===== config.mk =====
export PLATFORM = sky130hd
export DESIGN_NAME = cache_set_lru_lfu_replace_unit
export DESIGN_NICKNAME = d
export VERILOG_FILES = /design/src/rtl/core/clrlfu_pkg.sv /design/src/rtl/core/clrlfu_cell.sv /design/src/rtl/core/cache_set_lru_lfu_replace_unit.sv
export VERILOG_INCLUDE_DIRS = /design/src /design/src/rtl/core
export SDC_FILE = /design/constraint.sdc
export NUM_CORES = 2
export LEC_CHECK = 0
export BUFFER_PORTS_ARGS = -buffer_cell sky130_fd_sc_hd__buf_4
export CAP_MARGIN = 20
export CORE_AREA = 2 2 351 353
export DETAILED_ROUTE_END_ITERATION = 12
export DIE_AREA = 0 0 353 355
export GPL_ROUTABILITY_DRIVEN = 0
export PLACE_DENSITY = 0.74
export SYNTH_ARGS = -nofsm -noshare
export SYNTH_HDL_FRONTEND = slang
export SYNTH_SLANG_ARGS = --single-unit
export TNS_END_PERCENT = 10

===== constraint.sdc =====
create_clock -name clk -period 26.9 [get_ports clk]
set_input_delay 4.035 -clock clk [delete_from_list [all_inputs] [get_ports clk]]
set_output_delay 4.035 -clock clk [all_outputs]
set_load 0.02 [all_outputs]

===== src/rtl/core/cache_set_lru_lfu_replace_unit_defines.svh =====
// Assertion helpers for the replacement unit.
`ifndef CACHE_SET_LRU_LFU_REPLACE_UNIT_DEFINES_SVH
`define CACHE_SET_LRU_LFU_REPLACE_UNIT_DEFINES_SVH

// same-cycle implication
`define CLF_ASSERT_IMP(lbl, ant, cons, msg) \
	lbl: assert property (@(posedge clk) disable iff (!arst_n) (ant) |-> (cons)) \
		else $error(msg);

// next-cycle implication
`define CLF_ASSERT_NXT(lbl, ant, cons, msg) \
	lbl: assert property (@(posedge clk) disable iff (!arst_n) (ant) |=> (cons)) \
		else $error(msg);

`endif


===== src/rtl/core/clrlfu_pkg.sv =====
package clrlfu_pkg;

	localparam int WAYS  = 4;
	localparam int WAY_W = (WAYS > 1) ? $clog2(WAYS) : 1;

	localparam logic [1:0] MODE_LOOKUP = 2'd0;
	localparam logic [1:0] MODE_INSERT = 2'd1;
	localparam logic [1:0] MODE_CLEAR  = 2'd2;

	localparam logic [1:0] STATUS_DONE   = 2'd0;
	localparam logic [1:0] STATUS_DUP    = 2'd1;
	localparam logic [1:0] STATUS_NO_LFU = 2'd2;

	localparam logic POLICY_LRU = 1'b0;
	localparam logic POLICY_LFU = 1'b1;

	typedef struct packed {
		logic [1:0]  mode;
		logic [47:0] tag;
		logic [31:0] age_stamp;
		logic [31:0] use_count;
		logic        recent_flag;
	} item_t;

	typedef struct packed {
		logic        hit;
		logic [1:0]  hit_way;
		logic        victim_valid;
		logic [47:0] victim_tag;
		logic [31:0] victim_stamp;
		logic [31:0] victim_count;
		logic [1:0]  status;
	} result_t;

	// running search record handed from cell to cell
	typedef struct packed {
		logic             hit;
		logic [WAY_W-1:0] hit_way;
		logic             free_found;
		logic [WAY_W-1:0] free_way;
		logic             best_found;
		logic [WAY_W-1:0] best_way;
		logic [47:0]      best_tag;
		logic [31:0]      best_stamp;
		logic [31:0]      best_count;
	} srch_t;

	// write-back broadcast to all cells
	typedef struct packed {
		logic             en;
		logic             clr;
		logic [WAY_W-1:0] way;
		logic [47:0]      tag;
		logic [31:0]      stamp;
		logic [31:0]      count;
		logic             recent;
	} wr_t;

	typedef enum logic [1:0] {
		ST_IDLE,
		ST_SEARCH,
		ST_COMMIT
	} state_t;

	function automatic logic [1:0] way_to_hit(input logic [WAY_W-1:0] way);
		logic [WAY_W+1:0] ext;
		ext = {2'b00, way};
		return ext[1:0];
	endfunction

endpackage


===== src/rtl/core/clrlfu_cell.sv =====
module clrlfu_cell import clrlfu_pkg::*; (
	input  logic             clk,
	input  logic             arst_n,
	input  logic [WAY_W-1:0] idx,
	input  logic             policy,
	input  wr_t              wr,
	input  logic             prev_vld,
	input  item_t            prev_item,
	input  srch_t            prev_rec,
	output logic             next_vld,
	output item_t            next_item,
	output srch_t            next_rec
);

	logic        valid_q;
	logic        recent_q;
	logic [47:0] tag_q;
	logic [31:0] stamp_q;
	logic [31:0] count_q;

	logic        vld_q;
	item_t       item_q;
	srch_t       rec_q;
	srch_t       rec_d;
	logic        cand;
	logic        better;

	// way entry
	always_ff @(posedge clk or negedge arst_n) begin
		if (!arst_n) begin
			valid_q  <= 1'b0;
			recent_q <= 1'b0;
		end else if (wr.en && wr.way == idx) begin
			valid_q  <= 1'b1;
			recent_q <= wr.recent;
		end else if (wr.clr) begin
			recent_q <= 1'b0;
		end
	end

	always_ff @(posedge clk) begin
		if (wr.en && wr.way == idx) begin
			tag_q   <= wr.tag;
			stamp_q <= wr.stamp;
			count_q <= wr.count;
		end
	end

	always_comb begin
		rec_d = prev_rec;
		if (!prev_rec.hit && valid_q && tag_q == prev_item.tag) begin
			rec_d.hit     = 1'b1;
			rec_d.hit_way = idx;
		end
		if (!prev_rec.free_found && !valid_q) begin
			rec_d.free_found = 1'b1;
			rec_d.free_way   = idx;
		end
		if (policy == POLICY_LRU) begin
			cand   = valid_q;
			better = !prev_rec.best_found || stamp_q < prev_rec.best_stamp;
		end else begin
			cand   = valid_q && !recent_q;
			better = !prev_rec.best_found || count_q < prev_rec.best_count ||
				(count_q == prev_rec.best_count && tag_q < prev_rec.best_tag);
		end
		if (cand && better) begin
			rec_d.best_found = 1'b1;
			rec_d.best_way   = idx;
			rec_d.best_tag   = tag_q;
			rec_d.best_stamp = stamp_q;
			rec_d.best_count = count_q;
		end
	end

	always_ff @(posedge clk or negedge arst_n) begin
		if (!arst_n) begin
			vld_q <= 1'b0;
		end else begin
			vld_q <= prev_vld;
		end
	end

	always_ff @(posedge clk) begin
		if (prev_vld) begin
			item_q <= prev_item;
			rec_q  <= rec_d;
		end
	end

	assign next_vld  = vld_q;
	assign next_item = item_q;
	assign next_rec  = rec_q;

endmodule


===== src/rtl/core/cache_set_lru_lfu_replace_unit.sv =====
// channel | signals                          | word
// --------+----------------------------------+----------
// in      | in_valid, in_stall, in_word      | item_t
// out     | out_valid, out_stall, out_word   | result_t
// cfg     | cfg_we, cfg_wdata                | policy bit
//
// A word walks the row of way cells, one way per cycle, then is written back
// from the commit state, one word at a time.
// Reset clears valid and recent marks, the policy (LRU) and all handshakes.
// A finished result waits in the output register; a new word is taken
// meanwhile, and the write-back holds only if that register is still full.
module cache_set_lru_lfu_replace_unit import clrlfu_pkg::*; (
	input  logic    clk,
	input  logic    arst_n,
	input  logic    in_valid,
	output logic    in_stall,
	input  item_t   in_word,
	output logic    out_valid,
	input  logic    out_stall,
	output result_t out_word,
	input  logic    cfg_we,
	input  logic    cfg_wdata
);

	`include "cache_set_lru_lfu_replace_unit_defines.svh"

	logic            policy_q;
	state_t          state_q;
	state_t          state_d;
	logic            accept;
	logic            commit;

	logic [WAYS:0]   chain_vld;
	item_t           chain_item [WAYS+1];
	srch_t           chain_rec  [WAYS+1];

	item_t           fin_item_q;
	srch_t           fin_rec_q;

	wr_t             wr;
	result_t         res;
	logic            out_valid_q;
	result_t         out_word_q;

	always_ff @(posedge clk or negedge arst_n) begin
		if (!arst_n) begin
			policy_q <= POLICY_LRU;
		end else if (cfg_we) begin
			policy_q <= cfg_wdata;
		end
	end

	assign accept        = in_valid && !in_stall;
	assign chain_vld[0]  = accept;
	assign chain_item[0] = in_word;
	assign chain_rec[0]  = '0;

	for (genvar i = 0; i < WAYS; i++) begin : g_cell
		clrlfu_cell u_cell (
			.clk       (clk),
			.arst_n    (arst_n),
			.idx       (WAY_W'(i)),
			.policy    (policy_q),
			.wr        (wr),
			.prev_vld  (chain_vld[i]),
			.prev_item (chain_item[i]),
			.prev_rec  (chain_rec[i]),
			.next_vld  (chain_vld[i+1]),
			.next_item (chain_item[i+1]),
			.next_rec  (chain_rec[i+1])
		);
	end

	always_ff @(posedge clk) begin
		if (chain_vld[WAYS]) begin
			fin_item_q <= chain_item[WAYS];
			fin_rec_q  <= chain_rec[WAYS];
		end
	end

	always_ff @(posedge clk or negedge arst_n) begin
		if (!arst_n) begin
			state_q <= ST_IDLE;
		end else begin
			state_q <= state_d;
		end
	end

	always_comb begin
		state_d  = state_q;
		in_stall = 1'b1;
		commit   = 1'b0;
		case (state_q)
			ST_IDLE: begin
				in_stall = 1'b0;
				if (in_valid) begin
					state_d = ST_SEARCH;
				end
			end
			ST_SEARCH: begin
				if (chain_vld[WAYS]) begin
					state_d = ST_COMMIT;
				end
			end
			ST_COMMIT: begin
				if (!out_valid_q || !out_stall) begin
					commit  = 1'b1;
					state_d = ST_IDLE;
				end
			end
			default: begin
				state_d = ST_IDLE;
			end
		endcase
	end

	// result and write-back from the finished search record
	always_comb begin
		res       = '0;
		wr        = '0;
		wr.tag    = fin_item_q.tag;
		wr.stamp  = fin_item_q.age_stamp;
		wr.count  = fin_item_q.use_count;
		wr.recent = fin_item_q.recent_flag;
		case (fin_item_q.mode)
			MODE_LOOKUP: begin
				if (fin_rec_q.hit) begin
					res.hit     = 1'b1;
					res.hit_way = way_to_hit(fin_rec_q.hit_way);
				end
			end
			MODE_INSERT: begin
				if (fin_rec_q.hit) begin
					res.status = STATUS_DUP;
				end else if (fin_rec_q.free_found) begin
					wr.en  = commit;
					wr.way = fin_rec_q.free_way;
				end else if (fin_rec_q.best_found) begin
					wr.en             = commit;
					wr.way            = fin_rec_q.best_way;
					res.victim_valid  = 1'b1;
					res.victim_tag    = fin_rec_q.best_tag;
					res.victim_stamp  = fin_rec_q.best_stamp;
					res.victim_count  = fin_rec_q.best_count;
				end else begin
					res.status = STATUS_NO_LFU;
				end
			end
			MODE_CLEAR: begin
				wr.clr = commit;
			end
			default: begin
				res = '0;
			end
		endcase
	end

	always_ff @(posedge clk or negedge arst_n) begin
		if (!arst_n) begin
			out_valid_q <= 1'b0;
		end else if (commit) begin
			out_valid_q <= 1'b1;
		end else if (!out_stall) begin
			out_valid_q <= 1'b0;
		end
	end

	always_ff @(posedge clk) begin
		if (commit) begin
			out_word_q <= res;
		end
	end

	assign out_valid = out_valid_q;
	assign out_word  = out_word_q;

	`CLF_ASSERT_IMP(a_one_token, 1'b1, $onehot0(chain_vld), "more than one word in the cell row")
	`CLF_ASSERT_IMP(a_accept_empty, accept, chain_vld[WAYS:1] == '0 && state_q == ST_IDLE, "word taken while row busy")
	`CLF_ASSERT_IMP(a_victim_clean, out_valid && out_word.victim_valid, out_word.status == STATUS_DONE && !out_word.hit, "victim reported with hit or error")
	`CLF_ASSERT_NXT(a_commit_out, commit, out_valid_q, "write-back without result")

endmodule

### Word level (Yosys, flattened, before mapping)

Cells that the tools add are included.

| storage, ports and cells | value |
|---|---|
| input port bits | 121 |
| output and inout bits | 120 |
| latch bits | 0 |
| bits in registers | 1762 |
| RAM bits | 0 |
| bits in read-only memories | 0 |
| memories kept | 0 |

| cells by class | value |
|---|---|
| mux-type cells | 41 |
| div/mod/pow operators | 0 |
| shift operators | 0 |
| add/subtract/negate cells | 0 |
| magnitude comparators | 9 |
| equal/unequal tests | 18 |
| bitwise logic cells | 2 |
| multipliers | 0 |
| reductions and logical operators | 64 |

Operator list:

| kind | number |
|---|---|
| 112-bit two-way mux | 3 |
| 48-bit == test | 4 |
| 32-bit less-than comparator | 6 |
| 48-bit less-than comparator | 3 |
| 115-bit two-way mux | 1 |
| 113-bit two-way mux | 1 |
| 32-bit == test | 3 |
| 1-bit logical AND | 25 |
| 1-bit two-way mux | 24 |
| 1-bit logical NOT | 18 |
| 2-bit two-way mux | 8 |
| 1-bit logical OR | 10 |
| 3-bit two-way mux | 3 |
| 2-bit == test, second input constant | 4 |
| 2-bit nonzero test | 4 |
| 2-bit by 1-bit == test with 1-bit output, second input constant | 3 |
| 2-bit logical NOT | 3 |
| 2-bit one-hot mux with 3 select lines | 1 |
| 2-bit by 1-bit inequality test with 1-bit output, second input constant | 2 |
| 2-bit inequality test, second input constant | 2 |
| 4-bit OR reduction | 1 |
| 3-bit AND reduction | 1 |
| 3-bit OR reduction | 1 |
| 1-bit inverter | 2 |
| 2-bit AND reduction | 1 |

### Logic depth before layout (Yosys ltp)

| logic depth | value |
|---|---|
| depth after elaboration | 10 |
| gate-level depth with buffers | 12 |

### Cells and area by module

A second synthesis with hierarchy kept.

| unflattened totals | value |
|---|---|
| cell total of the unflattened synthesis | 4972 |
| area, all modules | 75987.9 um^2 |

By module, submodules not included:

| module | cells each | times used | area an instance (um^2) |
|---|---|---|---|
| clrlfu_cell at g_cell[0].u_cell ... | 961 | 3 | 15334.7 |
| clrlfu_cell at g_cell[1].u_cell | 1449 | 1 | 17794.6 |
| cache_set_lru_lfu_replace_unit | 640 | 1 | 12189.2 |

### Worst setup path before layout

OpenSTA, ideal clock, no wires.

| timing path | value |
|---|---|
| kind | input -> register |
| start point | in out_stall |
| end point | reg g_cell[0].u_cell.recent_q |
| setup time | 0.369 ns |
| stages | 4 |
| arrival time | 16.216 ns |
| path slack | 10.314 ns |
| data required time | 26.531 ns |
| path buffers | 0 |
| cells stage by stage | a21oi_1 > o211ai_1 > nor2_1 > o21ai_0 |

| between the ends | value |
|---|---|
| cells in the longest elaborated chain, start to end | 10 |
| elaborated cells between the ends (all ways) | 12 |
| those cells by class | mux: 8; reduce/logical: 4 |

Ends and longest elaborated chain:

| element | line | source |
|---|---|---|
| start: declaration | cache_set_lru_lfu_replace_unit.sv:19 | `input logic out_stall,` |
| 1-bit logical NOT (*) | -- |  |
| 1-bit logical OR (*) | cache_set_lru_lfu_replace_unit.sv:106 | `if (!out_valid_q \|\| !out_stall) begin` |
| 1-bit two-way mux (*) | cache_set_lru_lfu_replace_unit.sv:106 |  |
| 1-bit two-way mux (*) | cache_set_lru_lfu_replace_unit.sv:93 | `case (state_q)` |
| 1-bit two-way mux | cache_set_lru_lfu_replace_unit.sv:138 | `end else if (fin_rec_q.best_found) begin` |
| 1-bit two-way mux | cache_set_lru_lfu_replace_unit.sv:135 | `end else if (fin_rec_q.free_found) begin` |
| 1-bit two-way mux | cache_set_lru_lfu_replace_unit.sv:133 | `if (fin_rec_q.hit) begin` |
| 1-bit two-way mux | cache_set_lru_lfu_replace_unit.sv:125 | `case (fin_item_q.mode)` |
| 1-bit logical AND | clrlfu_cell.sv:33 | `end else if (wr.en && wr.way == idx) begin` |
| 1-bit two-way mux or 2-bit nonzero test (tied branches) | -- |  |
| end signal: assignment | clrlfu_cell.sv:35 | `recent_q <= wr.recent;` |
| end: declaration | clrlfu_cell.sv:16 | `logic recent_q;` |

Every way passes the cells marked *; elsewhere a longest branch is shown, timed or not.
A chain may end at the register's enable or synchronous reset.

### Final worst setup path

| timing path | value |
|---|---|
| start point | in out_stall |
| end point | reg g_cell[0].u_cell.count_q[13], enable pin |

| between the ends | value |
|---|---|
| cells in the longest elaborated chain, start to end | 9 |

Ends and longest elaborated chain:

| element | line | source |
|---|---|---|
| 1-bit logical NOT (*) | -- |  |
| 1-bit logical OR (*) | cache_set_lru_lfu_replace_unit.sv:106 |  |
| 1-bit two-way mux (*) | cache_set_lru_lfu_replace_unit.sv:106 |  |
| 1-bit two-way mux (*) | cache_set_lru_lfu_replace_unit.sv:93 |  |
| named net commit | cache_set_lru_lfu_replace_unit.sv:31 | `logic commit;` |
| 1-bit two-way mux | cache_set_lru_lfu_replace_unit.sv:138 |  |
| 1-bit two-way mux (*) | cache_set_lru_lfu_replace_unit.sv:135 |  |
| 1-bit two-way mux (*) | cache_set_lru_lfu_replace_unit.sv:133 |  |
| 1-bit two-way mux (*) | cache_set_lru_lfu_replace_unit.sv:125 |  |
| 1-bit logical AND (*) | clrlfu_cell.sv:42 | `if (wr.en && wr.way == idx) begin` |
| end signal: assignment | clrlfu_cell.sv:45 | `count_q <= wr.count;` |
| end: declaration | clrlfu_cell.sv:19 | `logic [31:0] count_q;` |

The timed path passes the listed nets; every way through them passes the cells marked *.

==> flow_summary.toml <==
[sta]
fin_crit_ns = 6.68
tightest_slew_ns = 1.41
setup_viol = 0
setup_tns_ns = 0
rsz0062_at_grt = "no"
finalCritPeriodShare_pct = 24.8
slew_violations = 0
hold_viol_final = 0
skew_ns = 0.0287
relSlewSlack_pct = 6.23
fmax_ghz = 0.150
setup_ws_ns = 20.22

[floorplan]
die_w_um = 353
rows = 128
dieArea_um2 = 125000
core_um2 = 121000
die_y_um = 355
io-pin-count = 241
start_util_pct = 56.8

[layout]
drive_gt1_share_pct = 18.2
final-seq-area_um2 = 52600
antenna_cells = 0
multi_input_area_um2 = 14800
fin_cells = 6053
fillers = 8325
fin_nets = 4743
area_growth_pct = 13.6

[route]
drc_errors = 0
drt-initial-drc-count = 3718
dr.pass1.iters = 7
antenna_left = 0
num_vias = 34200
avgRoutedWirePerCell_um = 24.0
via_per_inst = 5.64
wl_mm = 145

[critical_path]
start_kind = "primary input"
crit_buf_inv = 4
cpMostUsedCell = "buf_4"
crit_path_end_kind = "flip-flop"
slowest_delay_ns = 0.85
crit_path_max_fanout = 120
cp_slowest_cell = "buf_4"
critical_path_required_ns = 27.29
arrival_ns = 7.06
path_delay_family = "buffers and inverters"
worstSetupPathType = "primary input to flip-flop"
crit_chain = "buf_4 -> a21oi_4 -> buf_12 -> o211ai_1 -> nor2_4 -> buf_4 -> buf_4"

[clock_network]
clockBufferDepth = 3
cts_buffers = 171
ctsHoldBuffers = 0
root_buffer = "clkbuf_16"
clk_latency_ns = 0.79
post-cts-setup-buffer-count = 0
clk_transition_reported_paths_ns = 0.06
cts_tree = "done"
h-tree-depth = 4
cts.sinks = 1753
cts.repair.resized = 0

[synth]
synth_edf_count = 1737
synth_fp_nets = 4357
synth_area_leaders = "edfxtp_1 (76%), ha_1 (6.0%), mux2_2 (4.5%), and2_1 (2.1%), inv_1 (2.0%)"
synthMuxAreaShare_pct = 5.50
synth_area_um2 = 69000
synth-simple-area-share_pct = 4.79
synthXorXnorAreaFrac_pct = 2.13
ys_seq_area_share_pct = 76.2
synth_top_area_share_pct = 75.6
yosysTopAreaCell = "edfxtp_1"
synthArstFlopShare_pct = 0.913
synth.distinct_cells = 67
synth_seq_cells = 1753
synth_compound_area_share_pct = 2.93
ys.warnings.count = 0
synth_top_family_by_area = "adder cells"
synth.avg_cell_area_um2 = 17.7
ys.flop_type = "edfxtp_1"
synthAdderAreaFrac_pct = 5.98
syn_inst = 3906

[hold_path]
hold_path.class = "flip-flop to flip-flop"

[global_route]
antenna_found_initial = 9
overflow = 0
grt_pass1_vias = 34300
grt_pass1_wl_mm = 216
grt_use_total_pct = 23.4
grt_max_degree = 178

[pwr]
powerDensity_nw_per_um2 = 86.3
power.leakage_uw = 0.0284
ir_drop_v = 0.0000727

[placed_design]
place_inst = 5742
dp_hpwl_mm = 98.3
place_ws_ns = 19.36
port_buffers = 240

[outcome]
outcome = "finished clean"

[job]
cap_viol_max_count = 0
## path summary, 6_finish.rpt
check                                                               from                                      end  slack [ns]  cells past startpoint
worst max-delay path                                           out_stall   g_cell[0].u_cell.count_q[13]$_DFFE_PP_       20.22                      7
worst min-delay path            g_cell[3].u_cell.next_item[64]$_DFFE_PP_                 fin_item_q[64]$_DFFE_PP_        0.41                      0
worst max register to register      g_cell[2].u_cell.tag_q[11]$_DFFE_PP_  g_cell[2].u_cell.next_rec[80]$_DFFE_PP_       21.79                     11
worst min register to register  g_cell[3].u_cell.next_item[64]$_DFFE_PP_                 fin_item_q[64]$_DFFE_PP_        0.41                      0
max in group asynchronous                                         arst_n      g_cell[1].u_cell.next_vld$_DFF_PN0_       23.49                      1
min in group asynchronous                                         arst_n                   state_q[0]$_DFFE_PN0P_        3.13                      1
## final cells by class
class	instances	share of cell area, %
Clock buffer	211	5.79
Clock inverter	98	1.13
Inverter	365	1.76
Multi-Input combinational cell	1727	18.9
Sequential cell	1753	67.1
Tap cell	1625	2.60
Timing Repair Buffer	274	2.73
## worst reg2reg max path, delay by kind of cell, from the launching register on
kind / cells / cell delay [ns]
AO/OA/AOI/OAI: 7 / 2.32
adder cells (fa/ha/maj): 1 / 0.35
buffers and inverters: 2 / 1.13
flip-flops: 1 / 0.45
multiplexers: 1 / 0.59
## cell families (layout without fill, tap and decap cells)
kind of cell	after synthesis	in the layout
buffers and inverters	426	948
AO/OA/AOI/OAI	315	315
multiplexers	338	338
XOR/XNOR	168	168
flip-flops	1753	1753
adder cells (fa/ha/maj)	330	330
AND/OR/NAND/NOR	576	576
## through the flow
| step | hold slack (ns) | utilization (%) | area, µm² | total power (µW) |
|---|---|---|---|---|
| CTS | 0.406 | 64.5 | 78300 | 6810 |
| global route | 0.409 | 64.5 | 78300 | 7010 |
| detailed placement | 0.405 | 60.0 | 72900 | 4500 |
| finish | 0.406 | 64.5 | 78300 | 6760 |
| global placement | 0.401 | 60.0 | 72900 | 4460 |
| floorplan | 0.400 | - | 69000 | 4240 |
## cell usage after synthesis, types with 17 or more instances
| cell type | count |
|---|---|
| edfxtp_1 | 1737 |
| inv_1 | 365 |
| ha_1 | 330 |
| mux2_2 | 276 |
| and2_1 | 228 |
| a21oi_1 | 115 |
| xor2_1 | 94 |
| nand4_1 | 79 |
| xnor2_1 | 74 |
| nand2_1 | 72 |
| mux2_1 | 51 |
| a21o_1 | 47 |
| o21ai_0 | 45 |
| nand3_1 | 38 |
| nor2_1 | 37 |
| nor4_1 | 35 |
| clkbuf_1 | 25 |
| nor2b_1 | 19 |
| nor3_1 | 19 |
| nand2b_1 | 18 |
| buf_2 | 17 |
## flip-flops by register name (all words and copies together) (netlist names), 115 cells and up
| signal | cells |
|---|---|
| fin_item_q | 115 |
| fin_rec_q | 121 |
| g_cell.u_cell.count_q | 128 |
| g_cell.u_cell.next_item | 460 |
| g_cell.u_cell.next_rec | 475 |
| g_cell.u_cell.stamp_q | 128 |
| g_cell.u_cell.tag_q | 192 |
| out_word | 118 |
## layout by cell type, fill, tap and decap left out, drive strengths merged, types with 4 or more instances in the layout
cell	instances
bufinv	15
o211ai	11
clkinv	77
xnor2	74
nor4	35
edfxtp	1737
buf	274
inv	368
nand2	72
nand4	79
nor2b	19
nor3b	5
xor2	94
a21oi	115
mux2i	11
dfrtp	16
o22ai	10
nand3	38
mux2	327
a21o	47
and4	8
a21boi	4
nor2	37
and2	228
nand2b	18
a211oi	17
a2111oi	10
nor3	19
o21a	8
o21bai	4
clkbuf	211
ha	330
o21ai	46
or2	6
a221oi	12
## power by group
part,switching (µW),internal (µW),total [µW]
clock,981,1340,2320
sequential,208,3520,3730
combinational,467,248,716
## routing by layer
layer,up-vias,share of wire [%],GRT usage [%]
li1,15500,-,-
met1,17100,43,33.4
met2,1258,47,37.0
met3,265,7.3,4.20
met4,8,3.0,7.62
met5,-,0.037,0
Note: power is estimated with default switching activity, not from simulation.
